[config.mk]
export PLATFORM = sky130hd
export DESIGN_NAME = bba_div
export DESIGN_NICKNAME = d
export VERILOG_FILES = /design/src/bitmap_block_allocator_core_defines.svh /design/src/bba_pkg.sv /design/src/bba_div.sv
export SDC_FILE = /design/constraint.sdc
export NUM_CORES = 1
export LEC_CHECK = 0
export ABC_AREA = 1
export BUFFER_PORTS_ARGS = -buffer_cell sky130_fd_sc_hd__buf_2
export CAP_MARGIN = 15
export CELL_PAD_IN_SITES_DETAIL_PLACEMENT = 0
export CELL_PAD_IN_SITES_GLOBAL_PLACEMENT = 1
export CORE_MARGIN = 3
export CORE_UTILIZATION = 32
export CTS_CLUSTER_DIAMETER = 80
export DETAILED_ROUTE_END_ITERATION = 7
export PLACE_DENSITY_LB_ADDON = 0.1
export SKIP_LAST_GASP = 1
export SYNTH_ARGS = -nofsm -noshare
export SYNTH_HDL_FRONTEND = slang
export SYNTH_SLANG_ARGS = --single-unit
[constraint.sdc]
create_clock -name clk -period 0.8 [get_ports clk]
set_input_delay 0.16 -clock clk [delete_from_list [all_inputs] [get_ports clk]]
set_output_delay 0.16 -clock clk [all_outputs]
set_load 0.1 [all_outputs]
[src/bitmap_block_allocator_core_defines.svh]
// assertion macros shared by the allocator rtl
`ifndef BITMAP_BLOCK_ALLOCATOR_CORE_DEFINES_SVH
`define BITMAP_BLOCK_ALLOCATOR_CORE_DEFINES_SVH

// same-cycle implication, sampled on clk, off while arst_n is low
`define BBA_ASSERT_IMPL(label, ante, cons) \
	label: assert property (@(posedge clk) disable iff (!arst_n) (ante) |-> (cons)) \
		else $error("allocator check failed (same cycle)");

// next-cycle implication, sampled on clk, off while arst_n is low
`define BBA_ASSERT_NEXT(label, ante, cons) \
	label: assert property (@(posedge clk) disable iff (!arst_n) (ante) |=> (cons)) \
		else $error("allocator check failed (next cycle)");

`endif

[src/bba_pkg.sv]
`timescale 1ns / 1ps

package bba_pkg;

	localparam int BN_W  = 14;
	localparam int CNT_W = 15;
	localparam int CFG_W = 15;

	typedef enum logic [1:0] {
		CMD_ALLOC = 2'd0,
		CMD_FREE  = 2'd1,
		CMD_TEST  = 2'd2
	} cmd_t;

	typedef enum logic [1:0] {
		ST_OK    = 2'd0,
		ST_FULL  = 2'd1,
		ST_RANGE = 2'd2
	} status_t;

	typedef enum logic [0:0] {
		CFG_FIRST_DATA_BLOCK = 1'b0,
		CFG_BLOCK_COUNT      = 1'b1
	} cfg_idx_t;

	typedef enum logic [5:0] {
		S_CLR  = 6'b000001,
		S_IDLE = 6'b000010,
		S_DIVA = 6'b000100,
		S_DIVB = 6'b001000,
		S_SCAN = 6'b010000,
		S_RESP = 6'b100000
	} state_t;

endpackage

[src/bba_div.sv]
`timescale 1ns / 1ps

// two-stage split of a block number into word, bit offset and word base
module bba_div #(
	parameter int WORD_BITS = 32
) (
	input  logic                           clk,
	input  logic                           start,
	input  logic [bba_pkg::BN_W-1:0]       value,
	output logic [bba_pkg::BN_W-1:0]       quotient,
	output logic [$clog2(WORD_BITS)-1:0]   remainder,
	output logic [bba_pkg::BN_W-1:0]       base
);

	localparam int OFF_W  = $clog2(WORD_BITS);
	localparam int SH     = bba_pkg::BN_W + 7;
	localparam int PROD_W = SH + bba_pkg::BN_W;
	localparam logic [PROD_W-1:0] RECIP = PROD_W'((64'd1 << SH) / WORD_BITS);
	localparam logic [bba_pkg::BN_W-1:0] STEP = bba_pkg::BN_W'(WORD_BITS);

	logic [PROD_W-1:0]        prod;
	logic [bba_pkg::BN_W-1:0] q_est_s1;
	logic [bba_pkg::BN_W-1:0] value_s1;
	logic [bba_pkg::BN_W-1:0] back;
	logic [bba_pkg::BN_W-1:0] diff;
	logic [bba_pkg::BN_W-1:0] rem_full;
	logic                     fix;
	logic [bba_pkg::BN_W-1:0] quot_s2;
	logic [OFF_W-1:0]         rem_s2;
	logic [bba_pkg::BN_W-1:0] base_s2;

	// floored reciprocal: estimate is exact or one low
	assign prod = PROD_W'(value) * RECIP;

	always_ff @(posedge clk) begin
		if (start) begin
			q_est_s1 <= prod[SH +: bba_pkg::BN_W];
			value_s1 <= value;
		end
	end

	assign back     = bba_pkg::BN_W'(q_est_s1 * STEP);
	assign diff     = value_s1 - back;
	assign fix      = (diff >= STEP);
	assign rem_full = fix ? (diff - STEP) : diff;

	always_ff @(posedge clk) begin
		quot_s2 <= fix ? (q_est_s1 + bba_pkg::BN_W'(1)) : q_est_s1;
		rem_s2  <= rem_full[OFF_W-1:0];
		base_s2 <= fix ? (back + STEP) : back;
	end

	assign quotient  = quot_s2;
	assign remainder = rem_s2;
	assign base      = base_s2;

endmodule

==> results list <==
- The flow ran to the end, but the final reports show violations.
* Violations in the final reports: negative setup slack
* Layout filler cell count: between 150 and 200
* Yosys Warn Count: 0
- Average size of a mapped cell: 17.6 um2
- After clock tree synthesis, the setup repair step added 0 buffers.
* Cell chosen for the clock root: clkbuf_4
* Instance count along the most critical hold path: 2
* Adder-cell share of the synthesized area: 0
* Top fanout value on the critical path: 2
- Static power due to leakage: 0.662 nW
* Worst Skew: 0.00568 ns
* Sum of overflow across all layers after global routing: 0
* Minimum clock period: 1.06 ns
- Combinational family with the most area after synthesis: buffers and inverters
- H-tree lvl count: 1
- Clock tree synthesis inserted a total of 3 buffers.
- Cell-by-cell trace of the critical path: buf_12
* Final worst-path cycle share: 1.32
- Number of placement rows: 18
- Horiz. Die Dim: 57.5 um
* Total count of max-transition violations in the final report: 0
- Count of endpoints failing setup in the final report: 23
* Final worst setup slack: -0.256 ns
- Maximum count of clock buffers along a single path: 2
- GRT Resource Usage Total: 0.0761
- In the final routed layout, each cell accounts on average for 9.50 um.
* Parity-gate share of the synthesized area counting xor and xnor cells: 0
- Yosys reg bits: 28
- Register-to-Register Path Depth: 0
- The startpoint identified for the worst hold timing path is start.
* Share of final-layout standard cells stronger than drive strength 1: 0.600
* Placeable core area: 2500 um2
* Vias in the first global route: 390
- IO Pins: 49
* Clock Sink Count: 28
- Cells after synthesis: 48
* Synthesized-area fraction occupied by and/or/nand/nor cells: 0
* PwrDens: between 2000 and 3000 nW/um2
- Slowest-stage cell, CP: dfxtp_4
* Final nets: 112
* Worst skew pair latency: 0.32 ns
- The first global-routing pass estimated roughly 1800 um of wire.
* Multiplexer share of the synthesized area: 0
- Routability-driven placement finished with a final weighted congestion of 0.628.
- The routed layout has 462 vias.
- The worst-case IR drop observed on VDD is ~1.6 mV.
- In this run the critical register-to-register path is launched from value_s1[10]$_DFFE_PP_.
* Final-layout setup total negative slack: -5.51 ns
- Setup repair after global routing could not meet its margin everywhere.
* Initial cell density of the core: 0.339
* Pin count of the biggest net entering global routing: 17
* Part of the Yosys area used for sequential elements: 0.827
* Die footprint: 3300 um2
- The number of antenna violations at the first check in global routing came to 0.
* Reg clk slew, reported paths: 0.14 ns
* DRC: 0
- Highest cell delay on the worst timing path: 0.40 ns
* Cell family with the largest share of critical-path delay: flip-flops
- Once detail routing completed, the nets flagged for antenna violations numbered 0.
* Endpoint of the worst register-to-register path: base[10]$_DFF_P_
- Type of destination of the critical path: output pin
- Clock tree from TritonCTS: yes
* Critical setup path kind: flip-flop to output pin
- Final number of hold-violating endpoints: 0
* CP Buf/Inv Count: 1
* End of the worst hold path: value_s1[13]$_DFFE_PP_
- Dividing the detail-routed via count by the number of cells gives around 3.7.
* Area fraction in compound gates after synthesis: 0
* Setup slack of the worst register-to-register path: between 0.3 and 0.4 ns
* Highest clock frequency the design can meet: 0.947 GHz
- Post-synth design cell area: between 800 and 900 um2
- The number of antenna diodes in the final layout is 0.
* CP startpoint: base[8]$_DFF_P_
- Final Routed Wirelength: 1190 um
* CP arrival: 0.90 ns
- Worst path required time: between 0.6 and 0.7 ns
* Port bufs: 38
- Type of the most critical hold path: primary input to flip-flop
- WHS: 0.197 ns
* Area Growth Syn to Fin: 84.6%
* CP Launch Type: flip-flop
- Max-capacitance violation count: 0
- The floorplan step set the die height to 57.5 um.
- Number of distinct standard cells referenced by the synthesized netlist: 4
* DRC marker count from the first detailed-route iteration: 3
- Total iterations of the first detailed-routing run: 4
## logic make-up (layout without fill, tap and decap cells)
family       Yosys count  after routing
other cells            1             10
flops                 28             28
buf+inv               19             57
## metal layers
layer | GRT usage | vias up | share of wire
li1 | - | 223 | -
met1 | 0.0740 | 207 | 0.33
met2 | 0.129 | 30 | 0.57
met3 | 0.0204 | 2 | 0.078
met4 | 0.0695 | 0 | 0.013
met5 | 0 | - | 0
## power breakdown
part | switching (mW) | total, mW | internal (mW)
registers | 0.0800 | 1.71 | 1.63
clock network | 0.387 | 0.894 | 0.506
logic | 0.943 | 1.37 | 0.424
## flip-flops by register name, indices dropped and copies added (netlist names)
signal,cells
remainder,5
base,9
value_s1,14
## Yosys cell counts (all sizes together)
master  instances  share of area
buf            19           0.17
conb            1         0.0044
edfxtp         14           0.50
dfxtp          14           0.33
## worst max-delay path by stage
stage                                  end  cells past startpoint
CTS                                base[8]                      1
finish                             base[8]                      1
global route                   quotient[5]                      1
floorplan                      quotient[0]                      1
global placement    value_s1[10]$_DFFE_PP_                      2
detailed placement   value_s1[8]$_DFFE_PP_                      2
## layout by cell type, fill, tap and decap left out
cell / n
conb_1: 10
buf_12: 24
bufinv_16: 1
dfxtp_2: 5
dlygate4sd3_1: 14
clkbuf_4: 3
dfxtp_4: 9
buf_2: 15
edfxtp_1: 14
## cell type report
cell class	count	area, um2	area share
clock inverter	1	30.0	0.0192
tap	30	37.5	0.0240
timing repair buffer	53	696	0.445
multi-input combinational	10	37.5	0.0240
clock buffer	3	22.5	0.0144
sequential	28	741	0.474
## what timing repair did
item / CTS / global route
setup endpoints to repair: 23 / 23
pin swaps: 0 / 0
hold endpoints to repair: 12 / 2
gates resized for setup: 0 / 0
hold buffers: 12 / 2
## metrics by stage
stage / cells / power (mW) / setup slack (ns) / util / instance area (um2)
floorplan: 57 / 2.75 / -0.222 / - / 1020
global placement: 107 / 3.05 / 0.102 / 0.549 / 1370
detailed placement: 107 / 3.06 / 0.0999 / 0.549 / 1370
CTS: 123 / 3.99 / -0.271 / 0.618 / 1540
global route: 125 / 4.08 / -0.299 / 0.626 / 1560
finish: 125 / 3.97 / -0.256 / 0.626 / 1560
(Power assumes the default switching activity.)
